$ cat src/design/rsc_pkg.sv
// Package for the resizing stack controller: transaction types, codes and
// default sizes shared by the interface, the cells, the controller and the top level.
`timescale 1ns / 1ps

package rsc_pkg;

    // Default sizes
    localparam int RSC_PHYS_DEPTH = 1024;
    localparam int RSC_DATA_BITS  = 32;

    // Fixed field widths
    localparam int SIZE_W  = 11;
    localparam int EVENT_W = 16;
    localparam int VALUE_W = 32;

    // Register reset values
    localparam logic [SIZE_W-1:0] INIT_CAP_RESET = 11'd10;
    localparam logic [SIZE_W-1:0] FLOOR_RESET    = 11'd10;

    // Top value shown when the stack is empty (-99)
    localparam logic signed [VALUE_W-1:0] EMPTY_MARK = -32'sd99;

    // Request codes
    localparam logic REQ_PUSH = 1'b0;
    localparam logic REQ_POP  = 1'b1;

    // Configuration register indexes
    localparam logic CFG_INIT_CAP = 1'b0;
    localparam logic CFG_FLOOR    = 1'b1;

    // Source of the top value in a result
    typedef enum logic [1:0] {
        TOP_EMPTY = 2'd0,
        TOP_PUSH  = 2'd1,
        TOP_CELL0 = 2'd2,
        TOP_CELL1 = 2'd3
    } t_top_sel;

    typedef struct packed {
        logic                      req_type;
        logic signed [VALUE_W-1:0] push_value;
    } t_req;

    typedef struct packed {
        logic                      index;
        logic        [SIZE_W-1:0]  value;
    } t_cfg;

    typedef struct packed {
        logic signed [VALUE_W-1:0] top_value;
        logic                      is_empty;
        logic        [SIZE_W-1:0]  entry_count;
        logic        [SIZE_W-1:0]  capacity;
        logic        [SIZE_W-1:0]  peak_capacity;
        logic        [EVENT_W-1:0] resize_total;
        logic                      push_rejected;
    } t_result;

    // Status fields computed by the controller
    typedef struct packed {
        logic                      is_empty;
        logic        [SIZE_W-1:0]  entry_count;
        logic        [SIZE_W-1:0]  capacity;
        logic        [SIZE_W-1:0]  peak_capacity;
        logic        [EVENT_W-1:0] resize_total;
        logic                      push_rejected;
    } t_status;

    // Shift command for the cell chain
    typedef struct packed {
        logic push;
        logic pop;
    } t_shift;

endpackage

$ cat src/design/rsc_ctrl.sv
// Stack controller: entry count, logical capacity with grow/shrink check,
// peak capacity, resize counter and configuration registers. Uses rsc_pkg.
`timescale 1ns / 1ps

module rsc_ctrl
    import rsc_pkg::*;
#(
    parameter int PHYS_DEPTH = RSC_PHYS_DEPTH
) (
    input  logic     i_clk,
    input  logic     i_rst_n,
    input  logic     i_cfg_we,
    input  t_cfg     i_cfg,
    input  logic     i_accept,
    input  logic     i_req_type,
    output t_shift   o_shift,
    output t_top_sel o_top_sel,
    output t_status  o_status
);

    localparam int CW = $clog2(PHYS_DEPTH + 1);
    localparam int XW = ((CW > SIZE_W) ? CW : SIZE_W) + 1;
    localparam int MW = CW + 6;
    localparam logic [XW-1:0] DEPTH_X = XW'(PHYS_DEPTH);

    // Clamp a capacity value into 1..PHYS_DEPTH
    function automatic logic [CW-1:0] clamp_cap(input logic [SIZE_W-1:0] v);
        logic [CW-1:0] res;
        if (v == '0) begin
            res = CW'(1);
        end else if (XW'(v) > DEPTH_X) begin
            res = CW'(PHYS_DEPTH);
        end else begin
            res = CW'(v);
        end
        return res;
    endfunction

    logic [SIZE_W-1:0]  r_floor;
    logic [CW-1:0]      r_count, r_cap, r_peak;
    logic [EVENT_W-1:0] r_events;
    logic [CW-1:0]      n_count, n_cap, n_peak;
    logic [EVENT_W-1:0] n_events;

    logic               is_pop, need_grow, grow_fail, do_shrink, do_push, do_pop;
    logic [CW-1:0]      cnt_base, cap_g, cap_s, peak_s;
    logic [CW:0]        grown;
    logic [EVENT_W-1:0] ev_g, ev_s;
    logic [MW-1:0]      lhs, rhs;

    // Resize check and next-state logic for one request
    always_comb begin
        is_pop   = (i_req_type == REQ_POP);
        do_pop   = is_pop && (r_count != '0);
        cnt_base = do_pop ? r_count - CW'(1) : r_count;

        // grow
        need_grow = (cnt_base >= r_cap);
        grown     = {r_cap, 1'b0};
        grow_fail = need_grow && ((CW + 1)'(PHYS_DEPTH) < grown);
        cap_g     = need_grow ? CW'(grown) : r_cap;
        ev_g      = (need_grow && (r_events != '1)) ? r_events + EVENT_W'(1) : r_events;

        // shrink at 15 percent, empty counts as -1
        lhs       = MW'(cnt_base) * MW'(20);
        rhs       = MW'(cap_g) * MW'(3) + MW'(20);
        do_shrink = (XW'(cap_g) > XW'(r_floor)) && (cap_g >= CW'(2)) && (lhs <= rhs);
        cap_s     = do_shrink ? (cap_g >> 1) : cap_g;
        ev_s      = (do_shrink && (ev_g != '1)) ? ev_g + EVENT_W'(1) : ev_g;
        peak_s    = (cap_s > r_peak) ? cap_s : r_peak;

        do_push = !is_pop && !grow_fail && (r_count < CW'(PHYS_DEPTH));

        if (grow_fail) begin
            n_cap    = r_cap;
            n_events = r_events;
            n_peak   = r_peak;
        end else begin
            n_cap    = cap_s;
            n_events = ev_s;
            n_peak   = peak_s;
        end

        if (is_pop) begin
            n_count = cnt_base;
        end else if (do_push) begin
            n_count = r_count + CW'(1);
        end else begin
            n_count = r_count;
        end

        if (n_count == '0) begin
            o_top_sel = TOP_EMPTY;
        end else if (do_push) begin
            o_top_sel = TOP_PUSH;
        end else if (do_pop) begin
            o_top_sel = TOP_CELL1;
        end else begin
            o_top_sel = TOP_CELL0;
        end
    end

    assign o_shift.push = i_accept && do_push;
    assign o_shift.pop  = i_accept && do_pop;

    assign o_status.is_empty      = (n_count == '0);
    assign o_status.entry_count   = SIZE_W'(n_count);
    assign o_status.capacity      = SIZE_W'(n_cap);
    assign o_status.peak_capacity = SIZE_W'(n_peak);
    assign o_status.resize_total  = n_events;
    assign o_status.push_rejected = !is_pop && !do_push;

    // State registers; writing initial capacity restarts the stack
    always_ff @(posedge i_clk) begin
        if (!i_rst_n) begin
            r_floor    <= FLOOR_RESET;
            r_count    <= '0;
            r_cap      <= clamp_cap(INIT_CAP_RESET);
            r_peak     <= clamp_cap(INIT_CAP_RESET);
            r_events   <= '0;
        end else if (i_cfg_we) begin
            case (i_cfg.index)
                CFG_INIT_CAP: begin
                    r_count    <= '0;
                    r_cap      <= clamp_cap(i_cfg.value);
                    r_peak     <= clamp_cap(i_cfg.value);
                    r_events   <= '0;
                end
                CFG_FLOOR: begin
                    r_floor <= i_cfg.value;
                end
                default: begin
                    r_floor <= r_floor;
                end
            endcase
        end else if (i_accept) begin
            r_count  <= n_count;
            r_cap    <= n_cap;
            r_peak   <= n_peak;
            r_events <= n_events;
        end
    end

endmodule

$ cat config.mk
export PLATFORM = sky130hd
export DESIGN_NAME = rsc_ctrl
export DESIGN_NICKNAME = d
export VERILOG_FILES = /design/src/design/rsc_pkg.sv /design/src/design/rsc_ctrl.sv
export SDC_FILE = /design/constraint.sdc
export NUM_CORES = 1
export LEC_CHECK = 0
export BUFFER_PORTS_ARGS = -buffer_cell sky130_fd_sc_hd__buf_4
export CORE_ASPECT_RATIO = 0.7
export CORE_UTILIZATION = 38
export DETAILED_ROUTE_END_ITERATION = 10
export GPL_TIMING_DRIVEN = 0
export SKIP_CTS_REPAIR_TIMING = 1
export SYNTH_ARGS = -nofsm -noshare
export SYNTH_HDL_FRONTEND = slang
export SYNTH_SLANG_ARGS = --single-unit
$ cat constraint.sdc
create_clock -name i_clk -period 43.7 [get_ports i_clk]
set_clock_uncertainty 0.2 [all_clocks]
set_input_delay 13.11 -clock i_clk [delete_from_list [all_inputs] [get_ports i_clk]]
set_output_delay 13.11 -clock i_clk [all_outputs]
set_load 0.01 [all_outputs]
==> flow_summary.json <==
{
  "htree_levels": 3,
  "synth_fp_nets": 963,
  "synth-seq-cells": 60,
  "reg2reg_depth": 51,
  "clock-sinks": 60,
  "cp.arrival_ps": 24240,
  "cp_max_fo": 10,
  "r2r_end": "r_peak[3]$_SDFFE_PN1P_",
  "period_share_pct": 85.9,
  "yosysWarnings": 0,
  "grt_max_degree": 13,
  "diodes": 0,
  "first_pass_iters": 7,
  "fp.coreArea_um2": 16600,
  "cts_tree": "done",
  "drv_slew": 0,
  "max_stage_delay_ps": 560,
  "gp_congestion": 0.928,
  "async_flop_share_pct": 0,
  "std_cell_rows": 39,
  "grt_pass1_vias": 5710,
  "place_area_um2": 7410,
  "power.density_nw_per_um2": 65.8,
  "place_ws_ps": 6380,
  "r2r_start": "r_count[3]$_SDFFE_PN0P_",
  "final_core_util_pct": 46.5,
  "wl_per_cell_um": 18.2,
  "holdPathStages": 2,
  "power_leakage_nw": 3.53,
  "stdcell_area_um2": 7730,
  "clk_path_buf_depth": 2,
  "outcome": "complete, no violations",
  "ioPinCount": 72,
  "die_h_um": 112,
  "syn_area_per_cell_um2": 7.74,
  "rsz0062_at_grt": "no",
  "critPathRequiredTime_ps": 30390,
  "worst_pin_slew_ps": 925,
  "vias": 6543,
  "synthTopCellsByArea": "dfxtp_1 (18%), ha_1 (17%), nand2_1 (4.7%), xnor2_1 (4.1%), inv_1 (3.7%)",
  "wl_um": 21200,
  "post-route-min-period_ps": 37550,
  "critPathCaptureType": "output port",
  "ir_drop_mv": 0.0441,
  "yosysSeqAreaShare_pct": 18.2,
  "grt_pass1_wl_um": 32900,
  "whs_endpoint": "r_floor[10]$_SDFFE_PN0P_",
  "hold_viol": 0,
  "finalSetupTns_ps": 0,
  "crit_path_start_kind": "input pin",
  "die_area_um2": 17900,
  "cts_made_buffers": 9,
  "setup_viol": 0,
  "antenna_found_initial": 0,
  "yosys.area.top_type_share_pct": 18.2,
  "hold_class": "register to register",
  "start_util_pct": 39.7,
  "path_class": "input pin to output port",
  "drtIter0Drc": 715,
  "synthesis.area_um2": 6610,
  "slew_headroom_pct": 36.8,
  "synthToLayoutAreaGrowth_pct": 17.0,
  "synth-edff-count": 0,
  "clockRootBuffer": "clkbuf_16",
  "clock_latency_ps": 350,
  "path_common_cell": "a21oi_1",
  "drtAntennaViolNets": 0,
  "grtUsageTotal_pct": 23.9,
  "port-buffer-count": 69,
  "drc": 0,
  "fin_ws_ps": 6150,
  "drive_gt1_share_pct": 13.2,
  "vias_per_cell": 5.62,
  "gr-total-overflow": 0,
  "fp.dieW_um": 160,
  "fmax_mhz": 26.6,
  "slowest_stage": "or4_1",
  "clkSlewWorstSetupHoldPaths_ps": 50,
  "synth_top_area_cell": "dfxtp_1",
  "synthCells": 854,
  "synth_ff_type": "dfxtp_1",
  "hp-start": "r_floor[10]$_SDFFE_PN0P_",
  "hpwl_um": 17100,
  "drv_cap": 0,
  "ff2ff_setup_slack_ps": 31500,
  "ys_types": 71,
  "final_nets": 1043
}
## state kept, by name (all words and copies together), names as in the netlist
register,count
r_events,16
r_floor,11
r_count,11
r_peak,11
r_cap,11
## critical path, delay by kind of cell
family	cells	cell delay, ps
AO/OA/AOI/OAI	23	5030
XOR/XNOR	2	700
buffers and inverters	8	1900
multiplexers	1	360
AND/OR/NAND/NOR	10	1620
adder cells (fa/ha/maj)	5	1520
## worst max path at each step
stage	cells past startpoint	start	to
2_1_floorplan	48	i_req_type	o_status[20]
3_3_place_gp	49	i_req_type	o_status[20]
3_5_place_dp	48	i_req_type	o_status[20]
4_1_cts	49	i_req_type	o_status[20]
5_1_grt	49	i_req_type	o_status[20]
6_report	49	i_req_type	o_status[20]
## metrics by stage
step / cells / hold slack (ps) / power (mW)
detailed placement: 1148 / 259 / 0.422
CTS: 1164 / 266 / 0.506
global route: 1164 / 288 / 0.550
finish: 1164 / 263 / 0.509
global placement: 1148 / 253 / 0.420
floorplan: 854 / 241 / 0.306
## synthesized netlist by cell type, types with 14 or more instances
cell,number
nor2_1,53
ha_1,90
mux2_2,22
clkbuf_1,40
nand2_1,83
xor2_1,26
a21oi_1,46
nor3_1,19
inv_1,66
dfxtp_1,60
xnor2_1,31
nand3_1,28
o21ai_0,30
a222oi_1,14
mux2i_1,15
a21boi_0,18
nor2b_1,32
## layer usage
layer | part of all wire (%) | wire length [um] | vias up | global-route usage, %
li1 | - | - | 3226 | -
met1 | 53 | 11300 | 3009 | 39.4
met2 | 36 | 7580 | 293 | 29.4
met3 | 10 | 2180 | 15 | 5.58
met4 | 0.91 | 194 | 0 | 5.13
met5 | 0 | 0 | - | 0
## layout make-up
cell class	instances	area, um^2
Fill cell	1695	8910
Multi-Input combinational cell	680	4970
Sequential cell	60	1200
Timing Repair Buffer	69	518
Tap cell	225	282
Inverter	66	248
Clock buffer	9	225
Buffer	48	191
Clock inverter	7	98.8
## cells in the final DEF (no fill, tap or decap), drive strengths merged, types with 8 or more instances in the layout
master / synthesis / layout
ha: 90 / 90
nand2: 83 / 83
buf: 8 / 77
inv: 66 / 68
dfxtp: 60 / 60
nor2: 54 / 54
clkbuf: 40 / 49
a21oi: 46 / 46
o21ai: 33 / 33
nor2b: 32 / 32
xnor2: 31 / 31
nand3: 28 / 28
xor2: 26 / 26
mux2: 23 / 23
nor3: 19 / 19
a21boi: 18 / 18
mux2i: 16 / 16
a222oi: 14 / 14
nand2b: 13 / 13
nand4: 11 / 11
a22oi: 11 / 11
and2: 10 / 10
and3: 9 / 9
nor4: 8 / 8
## kinds of logic after synthesis
group                      after synthesis  share of synthesized area (%)
and+or+nand+nor                        296                           22.6
AOI/OAI and AO/OA                      195                           20.8
buffers and inverters                  114                           6.65
adders and majority gates               93                           17.8
DFF                                     60                           18.2
xor gates and xnor gates                57                           7.56
muxes                                   39                           6.40
## power by group
part / switching [mW] / internal (mW)
Combinational: 0.215 / 0.150
Sequential: 0.00455 / 0.0594
Clock: 0.0296 / 0.0503
Total: 0.249 / 0.260
No activity file was read; power rests on OpenSTA's default activity.
