File: src/design/rsc_pkg.sv
// Package for the resizing stack controller: transaction types, codes and
// default sizes shared by the interface, the cells, the controller and the top level.
`timescale 1ns / 1ps

package rsc_pkg;

    // Default sizes
    localparam int RSC_PHYS_DEPTH = 1024;
    localparam int RSC_DATA_BITS  = 32;

    // Fixed field widths
    localparam int SIZE_W  = 11;
    localparam int EVENT_W = 16;
    localparam int VALUE_W = 32;

    // Register reset values
    localparam logic [SIZE_W-1:0] INIT_CAP_RESET = 11'd10;
    localparam logic [SIZE_W-1:0] FLOOR_RESET    = 11'd10;

    // Top value shown when the stack is empty (-99)
    localparam logic signed [VALUE_W-1:0] EMPTY_MARK = -32'sd99;

    // Request codes
    localparam logic REQ_PUSH = 1'b0;
    localparam logic REQ_POP  = 1'b1;

    // Configuration register indexes
    localparam logic CFG_INIT_CAP = 1'b0;
    localparam logic CFG_FLOOR    = 1'b1;

    // Source of the top value in a result
    typedef enum logic [1:0] {
        TOP_EMPTY = 2'd0,
        TOP_PUSH  = 2'd1,
        TOP_CELL0 = 2'd2,
        TOP_CELL1 = 2'd3
    } t_top_sel;

    typedef struct packed {
        logic                      req_type;
        logic signed [VALUE_W-1:0] push_value;
    } t_req;

    typedef struct packed {
        logic                      index;
        logic        [SIZE_W-1:0]  value;
    } t_cfg;

    typedef struct packed {
        logic signed [VALUE_W-1:0] top_value;
        logic                      is_empty;
        logic        [SIZE_W-1:0]  entry_count;
        logic        [SIZE_W-1:0]  capacity;
        logic        [SIZE_W-1:0]  peak_capacity;
        logic        [EVENT_W-1:0] resize_total;
        logic                      push_rejected;
    } t_result;

    // Status fields computed by the controller
    typedef struct packed {
        logic                      is_empty;
        logic        [SIZE_W-1:0]  entry_count;
        logic        [SIZE_W-1:0]  capacity;
        logic        [SIZE_W-1:0]  peak_capacity;
        logic        [EVENT_W-1:0] resize_total;
        logic                      push_rejected;
    } t_status;

    // Shift command for the cell chain
    typedef struct packed {
        logic push;
        logic pop;
    } t_shift;

endpackage

File: src/design/rsc_cell.sv
// One stack cell: holds a single entry and moves it down on a push or up
// on a pop. Depends on rsc_pkg for the shift command.
`timescale 1ns / 1ps

module rsc_cell
    import rsc_pkg::*;
#(
    parameter int DATA_BITS = RSC_DATA_BITS
) (
    input  logic                 i_clk,
    input  t_shift               i_shift,
    input  logic [DATA_BITS-1:0] i_above,
    input  logic [DATA_BITS-1:0] i_below,
    output logic [DATA_BITS-1:0] o_data
);

    logic [DATA_BITS-1:0] r_data;

    // Entry moves one place per transaction
    always_ff @(posedge i_clk) begin
        if (i_shift.push) begin
            r_data <= i_above;
        end else if (i_shift.pop) begin
            r_data <= i_below;
        end
    end

    assign o_data = r_data;

endmodule

File: config.mk
export PLATFORM = sky130hd
export DESIGN_NAME = rsc_cell
export DESIGN_NICKNAME = d
export VERILOG_FILES = /design/src/design/rsc_pkg.sv /design/src/design/rsc_cell.sv
export SDC_FILE = /design/constraint.sdc
export NUM_CORES = 1
export LEC_CHECK = 0
export BUFFER_PORTS_ARGS = -buffer_cell sky130_fd_sc_hd__buf_2
export CAP_MARGIN = 25
export CORE_MARGIN = 5
export CORE_UTILIZATION = 45
export DETAILED_ROUTE_END_ITERATION = 7
export GPL_TIMING_DRIVEN = 0
export PLACE_DENSITY_LB_ADDON = 0.05
export SYNTH_ARGS = -nofsm -noshare
export SYNTH_HDL_FRONTEND = slang
export SYNTH_SLANG_ARGS = --single-unit
File: constraint.sdc
create_clock -name i_clk -period 5.3 [get_ports i_clk]
set_input_delay 1.59 -clock i_clk [delete_from_list [all_inputs] [get_ports i_clk]]
set_output_delay 1.59 -clock i_clk [all_outputs]
set_load 0.05 [all_outputs]
==> parameters.txt, run 1 <==
Parameter                              Value

Outcome
  Outcome    finished, final reports clean

Clock tree
  Number of hold buffers added after CTS    0
  CTS buffer count    5
  Number of gates given a new drive strength after cts    0
  TritonCTS clock tree    built
  Clock tree sinks    32
  Clock transition at the registers of the reported paths    90 ps
  Root Buffer Master    sky130_fd_sc_hd__clkbuf_4
  Number of H-tree levels    2
  Largest buffer count on any clock path    2
  Setup fix buffers added after clock tree synthesis    0

Floorplan
  Die Span X    67.9 µm
  Ports placed on the boundary    99
  # rows    21
  Core footprint    ~3300 µm²
  Die area    4610 µm²
  Overall die height    67.9 µm
  Initial standard-cell utilization of the core    0.459

Power and ir drop
  Static power due to leakage    roughly 1.0 nW
  Total Power    0.638 mW
  Worst vdd ir    0.000178 V
  Power per cell area    ~300 nW/µm²

Logic synthesis
  Count of yosys warnings during synthesis    0
  Register bit count reported by yosys    32
  Portion of the post-synthesis area used by sequential elements    0.637
  Yosys top cell by area    sky130_fd_sc_hd__edfxtp_1
  Cell variety after synth    6
  Post-Synthesis Cells    69
  Area fraction of the dominant cell type after synthesis    0.637
  Average cell area after synthesis    21.9 µm²
  Post-Syn Area    1510 µm²
  Post-Synthesis Net Count    136
  Most area-consuming cells after synthesis    sky130_fd_sc_hd__edfxtp_1 (64%), sky130_fd_sc_hd__mux2_4 (29%), sky130_fd_sc_hd__buf_12 (4.0%)

Finish
  Top library cells by usage in the layout, fill and taps aside    sky130_fd_sc_hd__buf_2 (97), sky130_fd_sc_hd__edfxtp_1 (32), sky130_fd_sc_hd__mux2_4 (29)
  Diodes inserted    0
  Number of flip-flops in the largest register    32
  # nets final    241
  Most frequent standard cell in the layout excluding fill and tap cells    sky130_fd_sc_hd__buf_2
  Area added between synthesis and finish    40.8%
  Fill cell total of the finished layout    271
  Proportion of layout cells with a drive suffix above 1    0.799

Placed design
  HPWL after detailed placement    2510 µm
  Number of port buffers    97
  Weighted congestion at the end of routability-driven global placement    about 0.71

Timing
  Post-layout minimum cycle time    ~2500 ps
  Headroom to the max-slew limit    0.630
  Setup TNS Final    0 ps
  Slew of the pin with the lowest slew margin    555 ps
  RSZ-0062 raised after global routing    no
  Max Slew Vio Count    0
  Finish-stage setup viols    0
  Hold Violations, Final    0
  Fraction of the cycle the final worst path needs    0.478
  Maximum achievable frequency    395 MHz

GRT
  Overflow left after global routing    0
  Maximum number of pins on one net before global-route repair    23
  Number of global-route vias before repair    1022
  Total track usage    0.139
  First-pass GRT wire length    approximately 4400 µm
  Antenna violations before repair    0

Setup path
  Worst setup path endpoint    o_data[10]$_DFFE_PP_
  Timing startpoint of the critical path    i_shift[1]
  Type of the worst setup path    in -> reg
  Worst Setup Start Kind    primary input
  Data required time at the worst endpoint    around 5300 ps
  Crit end category    flop
  Arrival time at the worst endpoint    2570 ps
  CP Max Fanout    22

Drt
  Final routed DRC violation total    0
  Vias    about 1000
  Total routed wirelength    3080 µm
  First-pass iteration count of the detailed router    3
  Number of DRC violations after detailed-routing iteration 0    37
  Vias per cell    4.53
  Number of routed nets with antenna violations    0
  Routed wirelength normalized by instance count    14.0 µm

Flow run
  # Max-Cap Violations    0

Min path
  Hold crit path type    in -> reg
  Number of cells traversed by the worst hold path    2
[metrics by stage]
stage | utilization | cell area (µm²) | instances | hold slack (ps) | setup WS, ps
floorplan | - | 1510 | 69 | 1810 | 2300
global placement | 0.624 | 2050 | 212 | 1890 | 2030
detailed placement | 0.633 | 2080 | 213 | 1890 | 2370
CTS | 0.646 | 2120 | 220 | 1540 | 2740
global route | 0.646 | 2120 | 220 | 1530 | 2700
finish | 0.646 | 2120 | 220 | 1560 | 2770
[per-layer routing]
metal  vias to the layer above  global-route usage  share of wire
met1                       453               0.138           0.34
met5                         -                   0              0
met4                         0              0.0893          0.019
met2                        56               0.237           0.52
met3                         7              0.0608           0.12
li1                        480                   -              -
[logic make-up (layout without fill, tap and decap cells)]
logic type | Yosys count | in the layout | synth area share
and+or+nand+nor | 1 | 1 | 0.00415
DFF | 32 | 32 | 0.637
muxes | 32 | 32 | 0.311
buffers and inverters | 4 | 109 | 0.0473
[synthesized netlist by cell type]
library cell,n
sky130_fd_sc_hd__or2_1,1
sky130_fd_sc_hd__edfxtp_1,32
sky130_fd_sc_hd__buf_6,1
sky130_fd_sc_hd__mux2_2,3
sky130_fd_sc_hd__buf_12,3
sky130_fd_sc_hd__mux2_4,29
[cell type report]
| class | instances | area [µm²] | share of cell area |
|---|---|---|---|
| buffer | 4 | 71.3 | 0.0336 |
| timing repair buffer | 98 | 513 | 0.242 |
| clock buffer | 5 | 37.5 | 0.0177 |
| multi-input combinational | 33 | 475 | 0.224 |
| clock inverter | 2 | 7.51 | 0.00354 |
| sequential | 32 | 961 | 0.453 |
| tap | 46 | 57.6 | 0.0271 |
[power breakdown]
group          total [mW]  internal [mW]  switching (mW)
registers           0.316          0.310         0.00617
clock network       0.121         0.0462          0.0751
logic               0.200         0.0691           0.131
[worst max-delay path, cell delays in order]
cell and delay (ps):
sky130_fd_sc_hd__buf_6 120, sky130_fd_sc_hd__buf_12 150, sky130_fd_sc_hd__or2_1 460, sky130_fd_sc_hd__buf_16 240
[worst min path at each step]
stage                startpoint                    to  slack (ps)
floorplan            i_above[0]   o_data[0]$_DFFE_PP_        1810
detailed placement  i_above[18]  o_data[18]$_DFFE_PP_        1890
finish              i_above[18]  o_data[18]$_DFFE_PP_        1560
CTS                 i_above[18]  o_data[18]$_DFFE_PP_        1540
global placement     i_above[0]   o_data[0]$_DFFE_PP_        1890
global route        i_above[14]  o_data[14]$_DFFE_PP_        1530
Note: power is estimated with default switching activity, not from simulation.
==> run 2, diff against run 1 <==
--- a/config.mk
+++ b/config.mk
@@ -8,7 +8,7 @@
 export BUFFER_PORTS_ARGS = -buffer_cell sky130_fd_sc_hd__buf_2
 export CAP_MARGIN = 25
 export CORE_MARGIN = 5
-export CORE_UTILIZATION = 45
+export CORE_UTILIZATION = 41
 export DETAILED_ROUTE_END_ITERATION = 7
 export GPL_TIMING_DRIVEN = 0
 export PLACE_DENSITY_LB_ADDON = 0.05
==> constraint.sdc (replaced) <==
create_clock -name i_clk -period 2.35 [get_ports i_clk]
set_input_delay 0.705 -clock i_clk [delete_from_list [all_inputs] [get_ports i_clk]]
set_output_delay 0.705 -clock i_clk [all_outputs]
set_load 0.05 [all_outputs]
==> run 2 against run 1 <==
Combinational power rose by 130%. First-iteration DRC count fell by 38%. Flip-flop and latch count did not move. Count of clock-buffer cells in the layout rose by 1. Final cell count rose by 0.91%. Sequential power rose by 130%. Routed wire length rose by 4.0%. Non-clock buffer count did not move. Worst setup slack got worse by 2100 ps. Critical path depth did not move. Worst hold slack got worse by 830 ps. Highest routed layer unchanged.
==> parameters.txt, run 2 (synthesis results as in run 1) <==
Parameter                              Value

Outcome
  Outcome    finished, final reports clean (unchanged)

Finish
  # nets final    241 (unchanged)
  Fill cell total of the finished layout    316 (was 271)
  Number of flip-flops in the largest register    32 (unchanged)
  Post-route cell area    2160 µm² (was 2120 µm²)
  Diodes inserted    0 (unchanged)
  Footprint of the multi-input gates    475 µm² (unchanged)
  Top library cells by usage in the layout, fill and taps aside    sky130_fd_sc_hd__buf_2 (97), sky130_fd_sc_hd__edfxtp_1 (32), sky130_fd_sc_hd__mux2_4 (29) (unchanged)
  Area added between synthesis and finish    43.2% (was 40.8%)
  Most frequent standard cell in the layout excluding fill and tap cells    sky130_fd_sc_hd__buf_2 (unchanged)
  Core occupancy in the finished layout    0.599 (was 0.646)
  Proportion of layout cells with a drive suffix above 1    0.805 (was 0.799)
  Register area    961 µm² (unchanged)

Clock tree
  Number of H-tree levels    2 (unchanged)
  Clock transition at the registers of the reported paths    60 ps (was 90 ps)
  TritonCTS clock tree    built (unchanged)
  CTS buffer count    5 (unchanged)
  Number of gates given a new drive strength after cts    0 (unchanged)
  Clock tree sinks    32 (unchanged)
  Number of hold buffers added after CTS    0 (unchanged)
  Root Buffer Master    sky130_fd_sc_hd__clkbuf_8 (was sky130_fd_sc_hd__clkbuf_4)
  Largest buffer count on any clock path    2 (unchanged)
  Setup fix buffers added after clock tree synthesis    0 (unchanged)

Drt
  Vias per cell    4.52 (was 4.53)
  Vias    1003 (was 996)
  Number of DRC violations after detailed-routing iteration 0    23 (was 37)
  First-pass iteration count of the detailed router    3 (unchanged)
  Number of routed nets with antenna violations    0 (unchanged)
  Routed wirelength normalized by instance count    14.4 µm (was 14.0 µm)
  Total routed wirelength    3200 µm (was 3080 µm)
  Final routed DRC violation total    0 (unchanged)

Setup path
  Arrival time at the worst endpoint    1700 ps (was 2570 ps)
  Chain of cells forming the critical path    buf_6, buf_12, or2_1, buf_16 (unchanged)
  Worst setup path endpoint    o_data[8]$_DFFE_PP_ (was o_data[10]$_DFFE_PP_)
  Worst Setup Start Kind    primary input (unchanged)
  Crit end category    flop (unchanged)
  Data required time at the worst endpoint    2330 ps (was 5340 ps)
  Cell depth of the worst setup path    4 (unchanged)
  Cell at the slowest stage of the critical path    sky130_fd_sc_hd__or2_1 (unchanged)
  Timing startpoint of the critical path    i_shift[1] (unchanged)
  CP Max Fanout    22 (unchanged)
  Type of the worst setup path    in -> reg (unchanged)
  Crit-path leading delay family    buffers and inverters (unchanged)
  Number of buffer and inverter instances along the worst setup path    3 (unchanged)
  Highest cell delay on the worst timing path    470 ps (was 460 ps)

Floorplan
  Core footprint    3610 µm² (was 3280 µm²)
  Ports placed on the boundary    99 (unchanged)
  # rows    22 (was 21)
  Die Span X    70.6 µm (was 67.9 µm)
  Initial standard-cell utilization of the core    0.418 (was 0.459)
  Die area    4990 µm² (was 4610 µm²)
  Overall die height    70.6 µm (was 67.9 µm)

Timing
  Hold Violations, Final    0 (unchanged)
  Maximum achievable frequency    582 MHz
  Slew of the pin with the lowest slew margin    567 ps (was 555 ps)
  Fraction of the cycle the final worst path needs    0.731
  Finish-stage setup viols    0 (unchanged)
  RSZ-0062 raised after global routing    no (unchanged)
  Post-layout minimum cycle time    1720 ps
  Headroom to the max-slew limit    0.622 (was 0.630)
  Max Slew Vio Count    0 (unchanged)

Min path
  Hold Path Origin    i_below[13] (was i_above[18])
  Hold crit path type    in -> reg (unchanged)
  Number of cells traversed by the worst hold path    2 (unchanged)

Power and ir drop
  Total Power    1.55 mW (was 0.638 mW)
  Worst vdd ir    0.000382 V (was 0.000178 V)
  Power per cell area    718 nW/µm² (was 300 nW/µm²)
  Static power due to leakage    1.05 nW (was 1.03 nW)

Flow run
  # Max-Cap Violations    0 (unchanged)

Placed design
  Weighted congestion at the end of routability-driven global placement    0.786 (was 0.715)
  Number of port buffers    97 (unchanged)
  HPWL after detailed placement    2520 µm (was 2510 µm)
  Cell Area, Placed    2080 µm² (about the same)

GRT
  First-pass GRT wire length    5000 µm (was 4430 µm)
  Maximum number of pins on one net before global-route repair    23 (unchanged)
  Number of global-route vias before repair    1149 (was 1022)
  Antenna violations before repair    0 (unchanged)
  Overflow left after global routing    0 (unchanged)
  Total track usage    0.133 (was 0.139)
## run 2: layer usage
metal,routed length [µm],track usage,up-vias
met5,0,0,-
li1,-,-,476
met4,55,0.0564,0
met2,1700,0.247,58
met3,420,0.0795,6
met1,1030,0.112,463
## run 2: layout make-up
class / count / share of cell area
Timing Repair Buffer: 98 / 0.238
Buffer: 4 / 0.0330
Tap cell: 48 / 0.0278
Multi-Input combinational cell: 33 / 0.220
Clock buffer: 6 / 0.0336
Clock inverter: 1 / 0.00232
Sequential cell: 32 / 0.445
## run 2: power breakdown
part | internal, mW | switching [mW] | leakage [nW]
clock network | 0.201 | 0.181 | 0.0410
logic | 0.156 | 0.296 | 0.681
registers | 0.701 | 0.0145 | 0.326
## run 2: how the worst min path moves through the flow
stage          slack [ps]                    to
4_1_cts               710  o_data[13]$_DFFE_PP_
2_1_floorplan         920   o_data[0]$_DFFE_PP_
3_5_place_dp         1010  o_data[30]$_DFFE_PP_
6_report              730  o_data[13]$_DFFE_PP_
3_3_place_gp         1000   o_data[6]$_DFFE_PP_
5_1_grt               700  o_data[13]$_DFFE_PP_
## run 2: stage by stage
step	cells	hold WS (ps)	setup TNS [ps]	setup WS, ps
final	222	725	0	632
after CTS	222	712	0	610
after global placement	214	1000	-2180	-69.8
after global routing	222	702	0	576
after detailed placement	215	1010	0	308
after floorplan	69	922	0	232
